## config.mk

```make
export PLATFORM = sky130hd
export DESIGN_NAME = sktm_cell
export DESIGN_NICKNAME = d
export VERILOG_FILES = /design/src/hw/rtl/sorted_keyed_table_merge_top_assert.svh /design/src/hw/rtl/sktm_pkg.sv /design/src/hw/rtl/sktm_cell.sv
export SDC_FILE = /design/constraint.sdc
export NUM_CORES = 1
export LEC_CHECK = 0
export BUFFER_PORTS_ARGS = -buffer_cell sky130_fd_sc_hd__buf_4
export CAP_MARGIN = 0
export CORE_AREA = 8 8 325 327
export CTS_CLUSTER_DIAMETER = 120
export DETAILED_ROUTE_END_ITERATION = 10
export DIE_AREA = 0 0 333 335
export SLEW_MARGIN = 5
export SYNTH_ARGS = -nofsm -noshare
export SYNTH_HDL_FRONTEND = slang
export SYNTH_SLANG_ARGS = --single-unit
```

## constraint.sdc

```tcl
create_clock -name clk -period 7.2 [get_ports clk]
set_clock_uncertainty 0.15 [all_clocks]
set_input_delay 0.36 -clock clk [delete_from_list [all_inputs] [get_ports clk]]
set_output_delay 0.36 -clock clk [all_outputs]
set_load 0.01 [all_outputs]
```

## src/hw/rtl/sorted_keyed_table_merge_top_assert.svh

```systemverilog
// assertion macros for the sorted table block
`ifndef SORTED_KEYED_TABLE_MERGE_TOP_ASSERT_SVH
`define SORTED_KEYED_TABLE_MERGE_TOP_ASSERT_SVH

// implication checked on every rising clock edge outside reset
`define SKTM_ASSERT_IMP(label, clk, rst_n, a, c, msg) \
    label: assert property (@(posedge clk) disable iff (!rst_n) (a) |-> (c)) \
        else $error(msg);

// implication whose consequent is checked in the cycle after the antecedent
`define SKTM_ASSERT_NEXT(label, clk, rst_n, a, c, msg) \
    label: assert property (@(posedge clk) disable iff (!rst_n) (a) |=> (c)) \
        else $error(msg);

`endif

```

## src/hw/rtl/sktm_pkg.sv

```systemverilog
package sktm_pkg;

    localparam int TABLE_DEPTH_DEF = 128;
    localparam int NAME_CHARS_DEF  = 25;
    localparam int NAME_BITS       = 208;

    typedef enum logic [2:0] {
        ST_INSERTED = 3'd0,
        ST_MERGED   = 3'd1,
        ST_FULL     = 3'd2,
        ST_MISMATCH = 3'd3,
        ST_READ_OK  = 3'd4,
        ST_BEYOND   = 3'd5
    } status_t;

    localparam logic OP_MERGE = 1'b0;
    localparam logic OP_READ  = 1'b1;

    // one table entry
    typedef struct packed {
        logic [31:0]          key;
        logic [NAME_BITS-1:0] name;
        logic [31:0]          qty;
    } entry_t;

    // command broadcast to every cell
    typedef struct packed {
        logic        insert;
        logic        merge;
        logic [31:0] sum;
        entry_t      ent;
    } cell_cmd_t;

    // name mask for a name of n bytes
    function automatic logic [NAME_BITS-1:0] name_mask(input int n);
        logic [NAME_BITS-1:0] m;
        m = '0;
        for (int b = 0; b < NAME_BITS / 8; b++)
        begin
            if (b < n)
                m[b*8 +: 8] = 8'hff;
        end
        return m;
    endfunction

    // signed 32-bit saturating add
    function automatic logic [31:0] sat_add(input logic [31:0] a, input logic [31:0] b);
        logic [32:0] s;
        s = {a[31], a} + {b[31], b};
        if (s[32] != s[31])
            return s[32] ? 32'h8000_0000 : 32'h7fff_ffff;
        return s[31:0];
    endfunction

endpackage

```

## src/hw/rtl/sktm_cell.sv

```systemverilog
module sktm_cell
(
    input  logic               clk,
    input  sktm_pkg::cell_cmd_t cmd,
    input  logic               sel,
    input  logic               at_pos,
    input  logic               shift,
    input  sktm_pkg::entry_t   left,
    output sktm_pkg::entry_t   ent
);

    sktm_pkg::entry_t ent_reg;
    sktm_pkg::entry_t ent_next;

    // shift from neighbor, load new entry, or update quantity
    always_comb
    begin
        ent_next = ent_reg;
        if (cmd.insert && shift)
            ent_next = left;
        else if (cmd.insert && at_pos)
            ent_next = cmd.ent;
        else if (cmd.merge && sel)
            ent_next.qty = cmd.sum;
    end

    always_ff @(posedge clk)
    begin
        ent_reg <= ent_next;
    end

    assign ent = ent_reg;

endmodule

```

==> results of run 1 <==
-- final timing paths --
kind / from / slack, ps / cells past startpoint / endpoint
hold / removal: cmd[268] / 40 / 2 / ent[268]
setup / recovery: shift / 4160 / 7 / ent[25]
-- cell usage in the layout (no fill, tap or decap) --
cell type,count
mux2_4,48
inv_6,3
nand2_1,1
dlygate4sd3_1,565
bufinv_16,1
clkinv_1,6
buf_4,858
or2_1,1
o32ai_1,32
nor2_1,32
a21o_1,1
mux2_2,192
o22ai_1,32
diode_2,9
clkinvlp_4,2
clkbuf_16,37
nand2_8,1
clkbuf_1,6
buf_12,2
and2_4,1
edfxtp_1,272
inv_8,2
clkinv_2,5
-- cell type report --
| class | count | share of cell area |
|---|---|---|
| sequential | 272 | 0.307 |
| timing repair buffer | 1425 | 0.457 |
| multi-input combinational | 341 | 0.133 |
| tap | 1309 | 0.0616 |
| antenna | 9 | 0.000847 |
| clock inverter | 19 | 0.00532 |
| clock buffer | 43 | 0.0357 |
-- layer usage --
layer / routed length [microns] / GRT usage / vias up
met2: 37900 / 0.224 / 713
met1: 32600 / 0.165 / 5994
met4: 2130 / 0.0331 / 16
li1: - / - / 5499
met5: 106 / 0 / -
met3: 8150 / 0.0574 / 120
-- cell families after synthesis --
| family | count (synthesis) | share of synthesized area |
|---|---|---|
| compound gates | 65 | 0.0408 |
| mux | 240 | 0.241 |
| simple gates | 36 | 0.0119 |
| buf+inv | 45 | 0.0237 |
| flops | 272 | 0.683 |
-- timing repair --
| action | CTS | global route |
|---|---|---|
| hold buffers | 565 | 0 |
| gates resized for setup | 0 | 0 |
| hold endpoints to repair | 269 | 0 |
| setup buffers | 0 | 0 |
-- per-stage QoR --
stage / util / cells / setup slack, ps
global placement: 0.197 / 2782 / 3700
global route: 0.264 / 3412 / 4050
CTS: 0.264 / 3409 / 4260
finish: 0.264 / 3418 / 4160
detailed placement: 0.197 / 2782 / 3700
floorplan: - / 658 / 2180
-- power groups by stage --
| stage | registers, uW | logic (uW) | clock network [uW] |
|---|---|---|---|
| 2_1_floorplan | 2100 | 217 | 0 |
| 3_3_place_gp | 2030 | 899 | 0 |
| 3_5_place_dp | 2030 | 906 | 0 |
| 4_1_cts | 2010 | 1220 | 1810 |
| 5_1_grt | 2020 | 1300 | 1850 |
| 6_report | 2010 | 1230 | 1740 |
-- critical path: stages --
cell and delay, ps:
buf_4 360, nand2_8 410, buf_4 530, o22ai_1 290, dlygate4sd3_1 610, nor2_1 40, dlygate4sd3_1 560
==> impl_metrics.env, run 1 <==
export IMPL_clk_pin_slew_ps=60
export IMPL_required_ps=7370
export IMPL_ys_warn_count=0
export IMPL_seqPwrFrac=0.403
export IMPL_postSynthCellCount=658
export IMPL_clkPwrFrac=0.350
export IMPL_register_area_sq_um=8170
export IMPL_critPathLaunchType="primary input"
export IMPL_tns_ps=0
export IMPL_grt_use_total=0.136
export IMPL_drt_wl_total_microns=81000
export IMPL_die_x_microns=333
export IMPL_tightestPinTransition_ps=1150
export IMPL_hold_ws_ps=36.8
export IMPL_relSlewSlack=0.234
export IMPL_vias_per_cell=3.61
export IMPL_p_int_uw=3680
export IMPL_dieArea_sq_um=112000
export IMPL_netlist_top_cells_count="edfxtp_1 (272), mux2_2 (192), mux2_4 (48)"
export IMPL_place_area_sq_um=19800
export IMPL_largest_reg_flops=272
export IMPL_synth_edff_count=272
export IMPL_first_pass_iters=4
export IMPL_drv_cap=0
export IMPL_std_cell_rows=117
export IMPL_antenna_found_initial=35
export IMPL_comb_power_share=0.247
export IMPL_sw_frac_of_total=0.259
export IMPL_p_leak_uw=0.0110
export IMPL_fp_coreArea_sq_um=101000
export IMPL_period_minus_slack_ps=3040
export IMPL_grt_pass1_wl_microns=107000
export IMPL_netlist_top_cell_by_area="edfxtp_1"
export IMPL_worstSetupEndpointType="register"
export IMPL_ios=854
export IMPL_synth_cell_type_count=15
export IMPL_fin_crit_sh=0.423
export IMPL_synth_area_sq_um=12000
export IMPL_multi_input_area_sq_um=3530
export IMPL_area_delta_synth_final_pct=122
export IMPL_yosysTopAreaCellShare=0.683
export IMPL_mappedNetlistNets=1240
export IMPL_netlist_top_cells_area="edfxtp_1 (68%), mux2_2 (18%), mux2_4 (6.0%)"
export IMPL_post_route_cell_area_sq_um=26600
export IMPL_hold_viol_final=0
export IMPL_gp_congestion=0.842
export IMPL_yosysSeqAreaShare=0.683
export IMPL_grt_max_degree=133
export IMPL_clock_sinks=272
export IMPL_cp_arrival_ps=3210
export IMPL_vias=12300
export IMPL_grt_pass1_vias=13600
export IMPL_p_sw_uw=1290
export IMPL_ant_nets=0
export IMPL_ctsHtreeMaxLevel=2
export IMPL_fmax_ghz=0.329
export IMPL_drv_slew=0
export IMPL_synth_most_common_cell="edfxtp_1"
export IMPL_hp_class="primary input to register"
export IMPL_avgSynthCellArea_sq_um=18.2
export IMPL_post_dp_hpwl_microns=63800
export IMPL_cts_root_buffer_cell="clkbuf_16"
export IMPL_fillCellCount=10400
export IMPL_numPortBuffers=853
export IMPL_critPathMaxFanout=56
export IMPL_layout_nets=2659
export IMPL_synthArstFlopShare=0
export IMPL_die_y_microns=335
export IMPL_rsz0062_at_grt="no"
export IMPL_path_class="primary input to register"
export IMPL_overflow=0
export IMPL_cts_max_path_buffers=3
export IMPL_ys_ff_latch=272
export IMPL_power_density_nw_per_um2=187
export IMPL_initial_core_util=0.119
export IMPL_ir_drop_v=0.000150
export IMPL_tritoncts="done"
export IMPL_status="completed"
export IMPL_drt_wirelength_per_cell_microns=23.7
export IMPL_drt_iter0_markers=758
export IMPL_p_total_uw=4970
export IMPL_drive_above_1_share=0.549
export IMPL_drc=0
export IMPL_cts_made_buffers=37
export IMPL_ys_flop_type="edfxtp_1"
export IMPL_setup_viol=0
No activity file was read; power rests on OpenSTA's default activity.
==> inputs of run 2 (changes only) <==
--- a/config.mk
+++ b/config.mk
@@ -7,10 +7,10 @@
 export LEC_CHECK = 0
 export BUFFER_PORTS_ARGS = -buffer_cell sky130_fd_sc_hd__buf_4
 export CAP_MARGIN = 0
-export CORE_AREA = 8 8 325 327
+export CORE_AREA = 8 8 327 329
 export CTS_CLUSTER_DIAMETER = 120
 export DETAILED_ROUTE_END_ITERATION = 10
-export DIE_AREA = 0 0 333 335
+export DIE_AREA = 0 0 335 337
 export SLEW_MARGIN = 5
 export SYNTH_ARGS = -nofsm -noshare
 export SYNTH_HDL_FRONTEND = slang
==> constraint.sdc (replaced) <==
create_clock -name clk -period 2.85 [get_ports clk]
set_clock_uncertainty 0.15 [all_clocks]
set_input_delay 0.1425 -clock clk [delete_from_list [all_inputs] [get_ports clk]]
set_output_delay 0.1425 -clock clk [all_outputs]
set_load 0.01 [all_outputs]
==> run 2 against run 1 <==
Net effect: routed wire length down 0.75%; final cell count up 2.5%; sequential share of layout area down 0.45 points; critical endpoint is now ent[6]; largest cell class unchanged; highest routed layer unchanged.
==> impl_metrics.env, run 2 (synthesized netlist as in run 1, its figures left out) <==
export IMPL_drive_above_1_share=0.549
export IMPL_power_density_nw_per_um2=467
export IMPL_drv_cap=0
export IMPL_setup_viol=0
export IMPL_critPathLaunchType="primary input"
export IMPL_area_delta_synth_final_pct=126
export IMPL_grt_pass1_wl_microns=107000
export IMPL_worstPathCellList="dlygate4sd3_1, buf_4, or2_1, buf_4, o32ai_1, dlygate4sd3_1, nor2_1, dlygate4sd3_1"
export IMPL_rsz0062_at_grt="no"
export IMPL_post_dp_hpwl_microns=62800
export IMPL_clk_pin_slew_ps=60
export IMPL_dp_slack_ps=754
export IMPL_std_cell_rows=117
export IMPL_comb_power_share=0.249
export IMPL_drc=0
export IMPL_layout_nets=2687
export IMPL_worstSetupEndpointType="register"
export IMPL_max_stage_delay_ps=600
export IMPL_critPathBufInv=5
export IMPL_relSlewSlack=0.433
export IMPL_tightestPinTransition_ps=850
export IMPL_ctsHtreeMaxLevel=2
export IMPL_clkPwrFrac=0.351
export IMPL_tns_ps=0
export IMPL_layout_cells_non_filler=3504
export IMPL_fmax_ghz=0.389
export IMPL_fin_ws_ps=280
export IMPL_final_common_cell="buf_4"
export IMPL_vias_per_cell=3.56
export IMPL_largest_reg_flops=272
export IMPL_dp_cells=2859
export IMPL_cts_max_path_buffers=3
export IMPL_p_sw_uw=3190
export IMPL_fin_crit_sh=0.902
export IMPL_cts_hold_buf=577
export IMPL_required_ps=3010
export IMPL_fillCellCount=10300
export IMPL_grt_max_degree=99
export IMPL_seqPwrFrac=0.400
export IMPL_cts_made_buffers=35
export IMPL_clock_sinks=272
export IMPL_ios=854
export IMPL_path_common_cell="dlygate4sd3_1"
export IMPL_first_pass_iters=5
export IMPL_status="completed"
export IMPL_p_int_uw=9410
export IMPL_tritoncts="done"
export IMPL_cp_slowest_cell="dlygate4sd3_1"
export IMPL_critPathTopFamily="buffers and inverters"
export IMPL_ir_drop_v=0.000369
export IMPL_path_class="primary input to register"
export IMPL_mostFrequentLayoutCells="buf_4 (870), dlygate4sd3_1 (577), edfxtp_1 (272)"
export IMPL_dieArea_sq_um=113000
export IMPL_cts_root_buffer_cell="clkbuf_16"
export IMPL_crit_start="at_pos"
export IMPL_gp_congestion=0.859
export IMPL_fp_coreArea_sq_um=101000
export IMPL_drv_slew=0
export IMPL_period_minus_slack_ps=2570
export IMPL_critPathMaxFanout=32
export IMPL_p_leak_uw=0.0112
export IMPL_worstSetupPathDepth=8
export IMPL_grt_use_total=0.133
export IMPL_ant_nets=0
export IMPL_initial_core_util=0.118
export IMPL_sw_frac_of_total=0.253
export IMPL_die_y_microns=337
export IMPL_numPortBuffers=853
export IMPL_crit_path_end="ent[6]"
export IMPL_post_route_cell_area_sq_um=27000
export IMPL_grt_pass1_vias=13800
export IMPL_hold_path_depth=2
export IMPL_overflow=0
export IMPL_hold_ws_ps=187
export IMPL_vias=12500
export IMPL_drt_wirelength_per_cell_microns=22.9
export IMPL_hp_class="primary input to register"
export IMPL_post_cts_resized=0
export IMPL_die_x_microns=335
export IMPL_antenna_found_initial=28
export IMPL_hold_viol_final=0
export IMPL_drt_wl_total_microns=80400
export IMPL_cp_arrival_ps=2730
export IMPL_cts_setup_buffers=0
export IMPL_drt_iter0_markers=671
export IMPL_place_area_sq_um=20100
## run 2: cell types whose count changed in the layout (fill, tap and decap cells not counted), sizes merged
| cell | delta |
|---|---|
| buf | +18 |
| dlygate4sd3 | +12 |
| diode | -4 |
| bufinv | +2 |
| clkinvlp | -2 |
| clkinv | +1 |
## run 2: worst min path at each step
| stage | to | start |
|---|---|---|
| finish | ent[262] | cmd[305] |
| global route | ent[266] | cmd[305] |
| CTS | ent[88] | cmd[305] |
| detailed placement | ent[223] | left[223] |
| global placement | ent[227] | cmd[227] |
| floorplan | ent[221] | cmd[221] |
## run 2: layout make-up
type                            count  area, sq um  share of cell area
Clock inverter                     20          188             0.00696
Clock buffer                       43          906              0.0336
Sequential cell                   272         8170               0.303
Antenna cell                        5         12.5            0.000464
Multi-Input combinational cell    341         3530               0.131
Tap cell                         1368         1710              0.0634
Timing Repair Buffer             1455        12500               0.462
## run 2: power groups by stage
stage | sequential [uW] | combinational [uW] | clock [uW]
finish | 5040 | 3140 | 4420
global route | 5070 | 3320 | 4730
CTS | 5040 | 3120 | 4610
detailed placement | 5110 | 2310 | 0
global placement | 5110 | 2290 | 0
floorplan | 5310 | 550 | 0
## run 2: metrics by stage
step	power [uW]	util
after floorplan	5860	-
after global placement	7400	0.198
after detailed placement	7420	0.198
after CTS	12800	0.266
after global routing	13100	0.266
final	12600	0.266
## run 2: routing by layer
metal | GRT usage | vias to the layer above | routed length, microns
li1 | - | 5546 | -
met1 | 0.156 | 6116 | 31800
met2 | 0.231 | 696 | 39900
met3 | 0.0445 | 127 | 6720
met4 | 0.0352 | 6 | 1900
met5 | 0 | - | 41
